[config.mk]
export PLATFORM = sky130hd
export DESIGN_NAME = rlcs_ctrl
export DESIGN_NICKNAME = d
export VERILOG_FILES = /design/src/hdl/rlcs_pkg.sv /design/src/hdl/rlcs_ctrl.sv
export SDC_FILE = /design/constraint.sdc
export NUM_CORES = 1
export LEC_CHECK = 0
export ABC_CLOCK_PERIOD_IN_PS = 2570
export BUFFER_PORTS_ARGS = -buffer_cell sky130_fd_sc_hd__buf_2
export CORE_ASPECT_RATIO = 1.25
export CORE_MARGIN = 1
export CORE_UTILIZATION = 50
export CTS_CLUSTER_SIZE = 20
export DETAILED_ROUTE_END_ITERATION = 8
export MAX_ROUTING_LAYER = met4
export PLACE_DENSITY = 0.78
export SYNTH_ARGS = -nofsm -noshare
export SYNTH_HDL_FRONTEND = slang
export SYNTH_SLANG_ARGS = --single-unit
[constraint.sdc]
create_clock -name clk -period 2.57 [get_ports clk]
set_input_delay 0.514 -clock clk [delete_from_list [all_inputs] [get_ports clk]]
set_output_delay 0.514 -clock clk [all_outputs]
set_load 0.005 [all_outputs]
[src/hdl/rlcs_pkg.sv]
`timescale 1ns / 1ps
package rlcs_pkg;

  // Default sizing
  localparam int MAX_ROWS_DEF         = 1024;
  localparam int MAX_ROW_NONZEROS_DEF = 256;
  localparam int OFFSET_BITS_DEF      = 20;

  // Request codes
  localparam logic [1:0] FN_LOAD  = 2'd0;
  localparam logic [1:0] FN_PERM  = 2'd1;
  localparam logic [1:0] FN_GROUP = 2'd2;

  // Result status codes
  localparam logic [1:0] ST_OK       = 2'd0;
  localparam logic [1:0] ST_RANGE    = 2'd1;
  localparam logic [1:0] ST_LOAD_ERR = 2'd2;

  // Commands from the controller to the datapath
  typedef struct packed {
    logic accept;      // request taken this cycle
    logic start;       // begin a sort pass
    logic put_direct;  // result that needs no memory data
    logic put_mem;     // result built from read data
    logic put_done;    // result of a finished sort pass
    logic k_clr;
    logic k_inc;
    logic clr;         // clear one bucket count
    logic h_rd;        // histogram: read row length
    logic h_cnt;       // histogram: read bucket count
    logic h_wr;        // histogram: write incremented count
    logic p_rd;        // prefix: read bucket count
    logic p_wr;        // prefix: write fill start and group record
    logic p_end;       // prefix: write closing group entry
    logic s_rd;        // scatter: read row length
    logic s_fill;      // scatter: read bucket fill position
    logic s_wr;        // scatter: write permutation entry
  } cmd_t;

  // Status from the datapath to the controller
  typedef struct packed {
    logic direct;      // request is answered without memory data
    logic out_free;
    logic k_last_row;
    logic k_last_bkt;
    logic rows_zero;
  } sts_t;

endpackage

[src/hdl/rlcs_ctrl.sv]
`timescale 1ns / 1ps
module rlcs_ctrl
  import rlcs_pkg::*;
(
  input  logic       clk,
  input  logic       rst_n,
  input  logic       in_valid,
  input  logic [1:0] in_func,
  input  logic       in_final,
  output logic       in_ready,
  input  sts_t       sts,
  output cmd_t       cmd
);

  typedef enum logic [12:0] {
    S_IDLE = 13'h0001,
    S_RESP = 13'h0002,
    S_CLR  = 13'h0004,
    S_HRD  = 13'h0008,
    S_HCNT = 13'h0010,
    S_HWR  = 13'h0020,
    S_PRD  = 13'h0040,
    S_PWR  = 13'h0080,
    S_PEND = 13'h0100,
    S_SRD  = 13'h0200,
    S_SFIL = 13'h0400,
    S_SWR  = 13'h0800,
    S_DONE = 13'h1000
  } state_t;

  state_t state_r, state_nxt;

  // Sequence requests and sort passes
  always_comb begin
    cmd       = '0;
    in_ready  = 1'b0;
    state_nxt = state_r;
    case (state_r)
      S_IDLE: begin
        in_ready = sts.out_free;
        if (in_valid && sts.out_free) begin
          cmd.accept = 1'b1;
          case (in_func)
            FN_LOAD: begin
              if (in_final) begin
                if (sts.direct) begin
                  cmd.put_direct = 1'b1;
                end else begin
                  cmd.start = 1'b1;
                  cmd.k_clr = 1'b1;
                  state_nxt = S_CLR;
                end
              end
            end
            FN_PERM, FN_GROUP: begin
              if (sts.direct) cmd.put_direct = 1'b1;
              else            state_nxt = S_RESP;
            end
            default: ;
          endcase
        end
      end
      S_RESP: begin
        cmd.put_mem = 1'b1;
        state_nxt   = S_IDLE;
      end
      S_CLR: begin
        cmd.clr = 1'b1;
        if (sts.k_last_bkt) begin
          cmd.k_clr = 1'b1;
          state_nxt = sts.rows_zero ? S_PRD : S_HRD;
        end else begin
          cmd.k_inc = 1'b1;
        end
      end
      S_HRD: begin
        cmd.h_rd  = 1'b1;
        state_nxt = S_HCNT;
      end
      S_HCNT: begin
        cmd.h_cnt = 1'b1;
        state_nxt = S_HWR;
      end
      S_HWR: begin
        cmd.h_wr = 1'b1;
        if (sts.k_last_row) begin
          cmd.k_clr = 1'b1;
          state_nxt = S_PRD;
        end else begin
          cmd.k_inc = 1'b1;
          state_nxt = S_HRD;
        end
      end
      S_PRD: begin
        cmd.p_rd  = 1'b1;
        state_nxt = S_PWR;
      end
      S_PWR: begin
        cmd.p_wr = 1'b1;
        if (sts.k_last_bkt) begin
          cmd.k_clr = 1'b1;
          state_nxt = S_PEND;
        end else begin
          cmd.k_inc = 1'b1;
          state_nxt = S_PRD;
        end
      end
      S_PEND: begin
        cmd.p_end = 1'b1;
        state_nxt = sts.rows_zero ? S_DONE : S_SRD;
      end
      S_SRD: begin
        cmd.s_rd  = 1'b1;
        state_nxt = S_SFIL;
      end
      S_SFIL: begin
        cmd.s_fill = 1'b1;
        state_nxt  = S_SWR;
      end
      S_SWR: begin
        cmd.s_wr = 1'b1;
        if (sts.k_last_row) begin
          state_nxt = S_DONE;
        end else begin
          cmd.k_inc = 1'b1;
          state_nxt = S_SRD;
        end
      end
      S_DONE: begin
        cmd.put_done = 1'b1;
        state_nxt    = S_IDLE;
      end
      default: state_nxt = S_IDLE;
    endcase
  end

  always_ff @(posedge clk) begin
    if (!rst_n) state_r <= S_IDLE;
    else        state_r <= state_nxt;
  end

`ifndef SYNTHESIS
  a_put_free: assert property (@(posedge clk) disable iff (!rst_n)
    (cmd.put_direct || cmd.put_mem || cmd.put_done) |-> sts.out_free)
    else $error("result written while output register is occupied");
  a_put_one: assert property (@(posedge clk) disable iff (!rst_n)
    $onehot0({cmd.put_direct, cmd.put_mem, cmd.put_done}))
    else $error("more than one result source in a cycle");
  a_start_clr: assert property (@(posedge clk) disable iff (!rst_n)
    cmd.start |=> state_r == S_CLR)
    else $error("sort pass did not begin with the count clear");
  a_resp_once: assert property (@(posedge clk) disable iff (!rst_n)
    state_r == S_RESP |=> state_r == S_IDLE)
    else $error("read response held more than one cycle");
`endif

endmodule

==> flow_summary.toml, run 1 <==
[status]
status = "completed"

[critical_path]
max_stage_delay_ns = 0.58
crit_slowest_cell = "or4_4"
path_max_fanout = 4
crit_buf_inv = 1
worstPathCellList = "or4_4 -> nor3_4 -> and3_4 -> nor2_1 -> o22ai_1 -> buf_2"
start_kind = "flip-flop"
cp_data_arrival_time_ns = 1.99
crit_required_ns = 2.06
crit_path_end_kind = "output port"
cp_top_family = "simple AND/OR/NAND/NOR gates"
path_class = "reg -> out"

[floorplan]
rows = 17
start_util = 0.5398
die_w_microns = 41.52
design.core.area_sq_mm = 0.001808
die_area_sq_mm = 0.002134
pin_count = 29
dieHeight_microns = 51.40

[synth]
synthXorXnorAreaFrac = 0.03590
async_flop_share = 0
synthesis.nets = 130
synthTopCellsByCount = "nor2_1, dfxtp_1, inv_1"
yosysUniqueCellTypes = 48
yosys.area_share.simple = 0.4308
synth.largest_area_cell = "dfxtp_1"
synth_edf_count = 0
synth_top_family_by_area = "simple AND/OR/NAND/NOR gates"
synth_top_area_frac = 0.2667
post-synth-top-count-cell = "nor2_1"
synthCells = 117
ys_seq_area_frac = 0.2667
synth_seq_cells = 13
synthMuxAreaShare = 0.02179
synth_area_leaders = "dfxtp_1, nor2_1, nor3_1"
synth_fa_ha_area_frac = 0.02564
synth_warnings = 0
synth_compound_area_frac = 0.1603
syn_avg_cell_area_sq_um = 8.341
synth-main-ff-cell = "dfxtp_1"
netlist_area_sq_um = 975.9

[cells_and_area]
top_regs = "state_r x13"
final_cells = 181
n_fill_cell = 140
seq_area_sq_um = 269.0
multi_input_area_sq_um = 708.2
regMostFlops = "state_r"
final_layout_size_suffix_gt1_frac = 0.4691
area_growth_pct = 35.38
antenna_cells = 0
final_core_util = 0.7308
largest_reg_flops = 13
fin_nets = 176

[detailed_routing]
drt_iter0_drc = 36
first_pass_iters = 4
via_count = 1091
avgRoutedWirePerCell_microns = 15.36
ant_nets = 0
via_per_inst = 6.028
drcViolationCount = 0
finalWirelength_microns = 2781

[timing]
fin_skew_ns = 0.006715
period_minus_slack_ns = 2.504
rsz0062_at_grt = "yes"
max_freq_mhz = 399.4
drv_slew = 0
max_slew_margin = 0.6640
period_share = 0.9742
whs_ns = 0.5139
tightest_slew_ns = 0.5028
final.setup.tns_ns = 0
hold_violations = 0
setup_viol = 0

[global_routing]
grt_use_total = 0.2673
grt_antenna_before_repair = 0
overflow = 0
grt_pass1_wl_microns = 4326
grt_pass1_vias = 1019
grt_max_degree = 10

[pwr]
irDropWorstVdd_uv = 393.4
p_total_mw = 0.7395
p_per_area_mw_per_mm2 = 559.7
p_leak_nw = 0.6286

[clocking]
htreeDepth = 1
cts_buffer_depth = 2
tritoncts = "built"
clock_sinks = 13
cts_root_buf = "clkbuf_4"
cts_made_buffers = 3
clk_latency_ns = 0.28
postCtsHoldBufs = 0
cts.reportedPaths.clkPinSlew_ns = 0.09

[min_path]
min_path_type = "in -> reg"

[placed_design]
portBuffers = 28
placedCellCount = 166
place.detailed.hpwl_microns = 1938
gp_congestion = 0.8287

[flow_run]
max_cap_violations = 0
worst reg2reg max path: cells and delay by family (launching register included):
| family | cells | cell delay, ns |
|---|---|---|
| compound gates | 2 | 0.56 |
| buf+inv | 2 | 0.29 |
| flops | 1 | 0.35 |
| simple gates | 3 | 0.94 |
power breakdown:
part,total [mW],switching [mW],internal (mW),leakage (nW)
sequential,0.232,0.0176,0.215,0.107
clock,0.131,0.0710,0.0601,0.0150
combinational,0.376,0.197,0.179,0.506
path summary, 6_finish.rpt:
check,slack [ns],endpoint,depth (start not counted),startpoint
hold reg to reg,0.54,state_r[2]$_SDFFE_PN0P_,1,state_r[0]$_SDFFE_PN1P_
setup reg to reg,0.30,state_r[6]$_SDFFE_PN0P_,7,state_r[4]$_SDFFE_PN0P_
hold / removal,0.51,state_r[1]$_SDFFE_PN0P_,3,rst_n
setup / recovery,0.07,cmd[10],6,state_r[8]$_SDFFE_PN0P_
area by class of cell:
class | count | area share
clock buffer | 4 | 0.01989
inverter | 9 | 0.02557
multi-input combinational | 92 | 0.5360
sequential | 13 | 0.2036
tap | 19 | 0.01799
timing repair buffer | 44 | 0.1970
stage by stage:
step / area, sq um / setup WS [ns]
finish: 1321 / 0.06625
floorplan: 975.9 / 0.3004
global placement: 1154 / 0.1824
CTS: 1224 / 0.001225
detailed placement: 1154 / 0.1083
global route: 1321 / -0.02013
per-layer routing:
metal,track usage,part of all wire,up-vias
met4,0.1237,0.015,0
met1,0.2780,0.38,521
met3,0.03180,0.055,6
li1,-,-,519
met5,-,0,-
met2,0.4974,0.55,45
cell usage in the layout, fill, tap and decap left out, types with 4 or more instances in the layout:
master   Yosys  layout
xor2_1       4       4
nor2_1      16      14
buf_2        0      28
buf_4        1      16
dfxtp_2      0       4
dfxtp_1     13       8
a21oi_1      4       4
nor3_1       8       6
nand2_1      6       6
inv_1        9       9
cells by family after synthesis:
| group | after synthesis |
|---|---|
| DFF | 13 |
| adders and majority gates | 2 |
| muxes | 2 |
| and+or+nand+nor | 65 |
| AOI/OAI and AO/OA | 19 |
| buffers and inverters | 12 |
| xor gates and xnor gates | 4 |
timing repair:
action | 4_1_cts | 5_1_grt
endpoints found under the hold margin | 0 | 0
endpoints found under the setup margin | 5 | 5
resized for setup | 5 | 13
pin swaps | 3 | 8
setup buffers | 3 | 9
No activity file was read; power rests on OpenSTA's default activity.
==> run 2: changes to the inputs <==
CORE_ASPECT_RATIO = 0.7   (was 1.25)
==> run 2 against run 1 <==
Wire length shrank 3.7%; cell area shrank 2.3%; critical path depth is the same; flip-flop and latch count is the same; first-iteration DRC count grew 89%; largest power group unchanged; highest routed layer unchanged.
==> flow_summary.toml, run 2 (synthesis gave the netlist of run 1 again) <==
[placed_design]
gp_congestion = 0.9167
place_ws_ns = 0.1163
portBuffers = 28
place.detailed.hpwl_microns = 2016
placedInstanceArea_sq_mm = 0.001164

[critical_path]
cp_data_arrival_time_ns = 2.00
start_kind = "flip-flop"
path_class = "reg -> out"
crit_required_ns = 2.06
crit_path_end_kind = "output port"
path_max_fanout = 4

[timing]
setup_slack_ns = 0.05404
fin_skew_ns = 0.004223
hold_violations = 0
max_slew_margin = 0.6549
whs_ns = 0.5241
setup_viol = 0
tightest_slew_ns = 0.5164
period_minus_slack_ns = 2.516
rsz0062_at_grt = "yes"
period_share = 0.9790
max_freq_mhz = 397.5
drv_slew = 0
final.setup.tns_ns = 0

[floorplan]
start_util = 0.5752
dieHeight_microns = 38.97
design.core.area_sq_mm = 0.001697
die_area_sq_mm = 0.002135
die_w_microns = 54.81
pin_count = 29
rows = 12

[pwr]
p_leak_nw = 0.6138
irDropWorstVdd_uv = 476.6
p_per_area_mw_per_mm2 = 581.5
p_total_mw = 0.7509

[clocking]
tritoncts = "built"
cts.reportedPaths.clkPinSlew_ns = 0.08
postCtsHoldBufs = 0
htreeDepth = 1
clock_sinks = 13
cts_made_buffers = 3
cts_root_buf = "clkbuf_4"
clk_latency_ns = 0.28
cts_buffer_depth = 2

[detailed_routing]
drcViolationCount = 0
via_count = 1055
avgRoutedWirePerCell_microns = 14.87
drt_iter0_drc = 68
via_per_inst = 5.861
finalWirelength_microns = 2677
ant_nets = 0
first_pass_iters = 4

[cells_and_area]
regMostFlops = "state_r"
top_regs = "state_r x13"
final_common_cell = "buf_2"
area_growth_pct = 32.31
fin_nets = 173
most-common-layout-cells = "buf_2, nor2_1, buf_4"
n_fill_cell = 122
final_area_sq_mm = 0.001291
antenna_cells = 0
largest_reg_flops = 13
final_layout_size_suffix_gt1_frac = 0.4465

[status]
status = "completed"

[global_routing]
grt_pass1_wl_microns = 3946
grt_max_degree = 10
overflow = 0
grt_pass1_vias = 853
grt_antenna_before_repair = 0
grt_use_total = 0.2744

[min_path]
min_path_type = "in -> reg"

[flow_run]
max_cap_violations = 0
==> run 2: cell types whose count changed in the layout (fill, tap and decap cells not counted), sizes merged <==
cell / delta
buf: -3
==> run 2: stage by stage <==
| stage | cells | utilization |
|---|---|---|
| after detailed placement | 169 | 0.6858 |
| after global routing | 180 | 0.7611 |
| after floorplan | 117 | - |
| after global placement | 169 | 0.6858 |
| final | 180 | 0.7611 |
| after CTS | 176 | 0.7271 |
==> run 2: area by class of cell <==
type / instances / area, sq um / area share
Clock buffer: 4 / 26.28 / 0.02035
Sequential cell: 13 / 267.8 / 0.2074
Tap cell: 21 / 26.28 / 0.02035
Timing Repair Buffer: 41 / 237.7 / 0.1841
Inverter: 9 / 33.78 / 0.02616
Multi-Input combinational cell: 92 / 699.4 / 0.5417
==> run 2: what timing repair did <==
item	4_1_cts	5_1_grt
setup endpoints to repair	4	4
setup buffers	3	5
gates resized for setup	6	10
pin swaps	4	7
gates cloned	0	0
==> run 2: path summary, 6_finish.rpt <==
path | start | to | slack, ns | cells after the start
worst min register to register | state_r[6]$_SDFFE_PN0P_ | state_r[7]$_SDFFE_PN0P_ | 0.57 | 2
worst max-delay path | state_r[4]$_SDFFE_PN0P_ | cmd[10] | 0.05 | 6
worst min-delay path | sts[1] | state_r[8]$_SDFFE_PN0P_ | 0.52 | 2
worst max register to register | state_r[4]$_SDFFE_PN0P_ | state_r[6]$_SDFFE_PN0P_ | 0.25 | 7
==> run 2: routing by layer <==
layer	share of wire	up-vias	GRT usage
met5	0	-	-
met4	0.0071	0	0.03205
met3	0.071	4	0.06667
met2	0.43	37	0.3855
met1	0.49	488	0.3986
li1	-	526	-
==> run 2: power by group <==
group | switching (mW) | internal (mW)
combinational | 0.211 | 0.190
sequential | 0.0115 | 0.214
clock | 0.0650 | 0.0602
==> run 2: critical path, cell delays in order, from the launching register on <==
cell and delay [ns]:
dfxtp_4 0.35, or4_4 0.56, nor3_4 0.29, and3_4 0.27, nor2_2 0.04, o22ai_1 0.10
buf_2 0.13
==> run 3: changes to the inputs <==
BUFFER_PORTS_ARGS = -buffer_cell sky130_fd_sc_hd__buf_4   (was -buffer_cell sky130_fd_sc_hd__buf_2)
==> run 3 against run 2 <==
The run now ends with setup timing left; power increased by 2.9%; wire length rose by 14%; first-iteration DRC count up 19%; setup slack got worse by 0.14 ns; clock skew increased by 0.0057 ns.
==> flow_summary.toml, run 3 (synthesis gave the netlist of run 1 again) <==
[clocking]
cts_made_buffers = 3
clock_sinks = 13
cts.reportedPaths.clkPinSlew_ns = 0.10
postCtsHoldBufs = 0
htreeDepth = 1
cts_root_buf = "clkbuf_4"
tritoncts = "built"
clk_latency_ns = 0.30
cts_buffer_depth = 2

[critical_path]
crit_required_ns = 2.06
max_stage_delay_ns = 0.56
crit_slowest_cell = "or4_4"
path_class = "reg -> out"
reg2reg_to = "state_r[6]$_SDFFE_PN0P_"
cp_data_arrival_time_ns = 2.14
crit_path_end_kind = "output port"
worstPathCellList = "or4_4 -> nor3_4 -> nand2_4 -> buf_4 -> nor2_4 -> and4bb_2 -> buf_4"
r2r_cells = 6
cp-endpoint = "cmd[14]"
start_kind = "flip-flop"
cp-startpoint = "state_r[9]$_SDFFE_PN0P_"
r2r-start = "state_r[9]$_SDFFE_PN0P_"
r2r_setup_slack_ns = 0.42
path_max_fanout = 4
cpMostUsedCell = "buf_4"

[flow_run]
max_cap_violations = 0

[timing]
tightest_slew_ns = 0.5071
final.setup.tns_ns = -0.1836
period_minus_slack_ns = 2.653
fin_skew_ns = 0.009942
rsz0062_at_grt = "yes"
max_slew_margin = 0.6612
setup_slack_ns = -0.08308
whs_ns = 0.4897
period_share = 1.032
hold_violations = 0
max_freq_mhz = 376.9
setup_viol = 3
drv_slew = 0

[floorplan]
pin_count = 29
dieHeight_microns = 38.97
rows = 12
design.core.area_sq_mm = 0.001697
die_area_sq_mm = 0.002135
die_w_microns = 54.81
start_util = 0.5752

[global_routing]
grt_max_degree = 10
grt_use_total = 0.3240
grt_antenna_before_repair = 0
grt_pass1_wl_microns = 4498
overflow = 0
grt_pass1_vias = 924

[cells_and_area]
final_area_sq_mm = 0.001334
most-common-layout-cells = "buf_4, nor2_1, dfxtp_1"
area_growth_pct = 36.67
n_fill_cell = 116
final_core_util = 0.7861
final_cells = 177
regMostFlops = "state_r"
top_regs = "state_r x13"
antenna_cells = 0
largest_reg_flops = 13
final_layout_size_suffix_gt1_frac = 0.4295
final_common_cell = "buf_4"
fin_nets = 170

[pwr]
p_leak_nw = 0.6062
irDropWorstVdd_uv = 568.1
p_per_area_mw_per_mm2 = 579.4
p_total_mw = 0.7728

[detailed_routing]
first_pass_iters = 4
via_count = 1084
drcViolationCount = 0
via_per_inst = 6.124
finalWirelength_microns = 3049
ant_nets = 0
avgRoutedWirePerCell_microns = 17.23
drt_iter0_drc = 81

[placed_design]
place.detailed.hpwl_microns = 2047
place_ws_ns = 0.1683
portBuffers = 28
placedInstanceArea_sq_mm = 0.001234
placedCellCount = 169
gp_congestion = 0.8790

[min_path]
min_path_type = "in -> reg"

[status]
status = "finished, violations left"
violations = "setup timing"
## run 3: routing by layer
metal / track usage / wire length (microns) / share of wire
met2: 0.4849 / 1305 / 0.43
met3: 0.09020 / 357 / 0.12
met4: 0.08974 / 52 / 0.017
met1: 0.4226 / 1334 / 0.44
met5: - / 0 / 0
## run 3: where the power goes
group	switching (mW)	internal [mW]	leakage, nW
sequential	0.0145	0.215	0.107
combinational	0.208	0.194	0.482
clock	0.0832	0.0581	0.0177
total	0.306	0.467	0.606
## run 3: final cells by class
cell class | count | area [sq um] | share of cell area
tap | 21 | 26.28 | 0.01970
timing repair buffer | 38 | 285.3 | 0.2139
clock inverter | 1 | 5.005 | 0.003752
inverter | 9 | 33.78 | 0.02533
multi-input combinational | 92 | 696.9 | 0.5225
sequential | 13 | 264.0 | 0.1979
clock buffer | 3 | 22.52 | 0.01689
## run 3: worst max-delay path: cells and delay by family, from the launching register on
kind,cells,cell delay [ns]
buffers and inverters,2,0.25
AND/OR/NAND/NOR,5,1.26
flip-flops,1,0.34
## run 3: worst min path at each step
stage,endpoint,cells after the start,from
5_1_grt,state_r[1]$_SDFFE_PN0P_,3,rst_n
3_3_place_gp,state_r[5]$_SDFFE_PN0P_,2,state_r[4]$_SDFFE_PN0P_
3_5_place_dp,state_r[5]$_SDFFE_PN0P_,2,state_r[4]$_SDFFE_PN0P_
6_report,state_r[1]$_SDFFE_PN0P_,3,rst_n
4_1_cts,state_r[1]$_SDFFE_PN0P_,3,rst_n
2_1_floorplan,state_r[5]$_SDFFE_PN0P_,2,state_r[4]$_SDFFE_PN0P_
## run 3: repair_timing
action / in CTS / in global routing
gates resized for setup: 10 / 2
pin swaps: 4 / 2
buffers inserted: 4 / 1
hold endpoints to repair: 0 / 0
endpoints found under the setup margin: 4 / 5
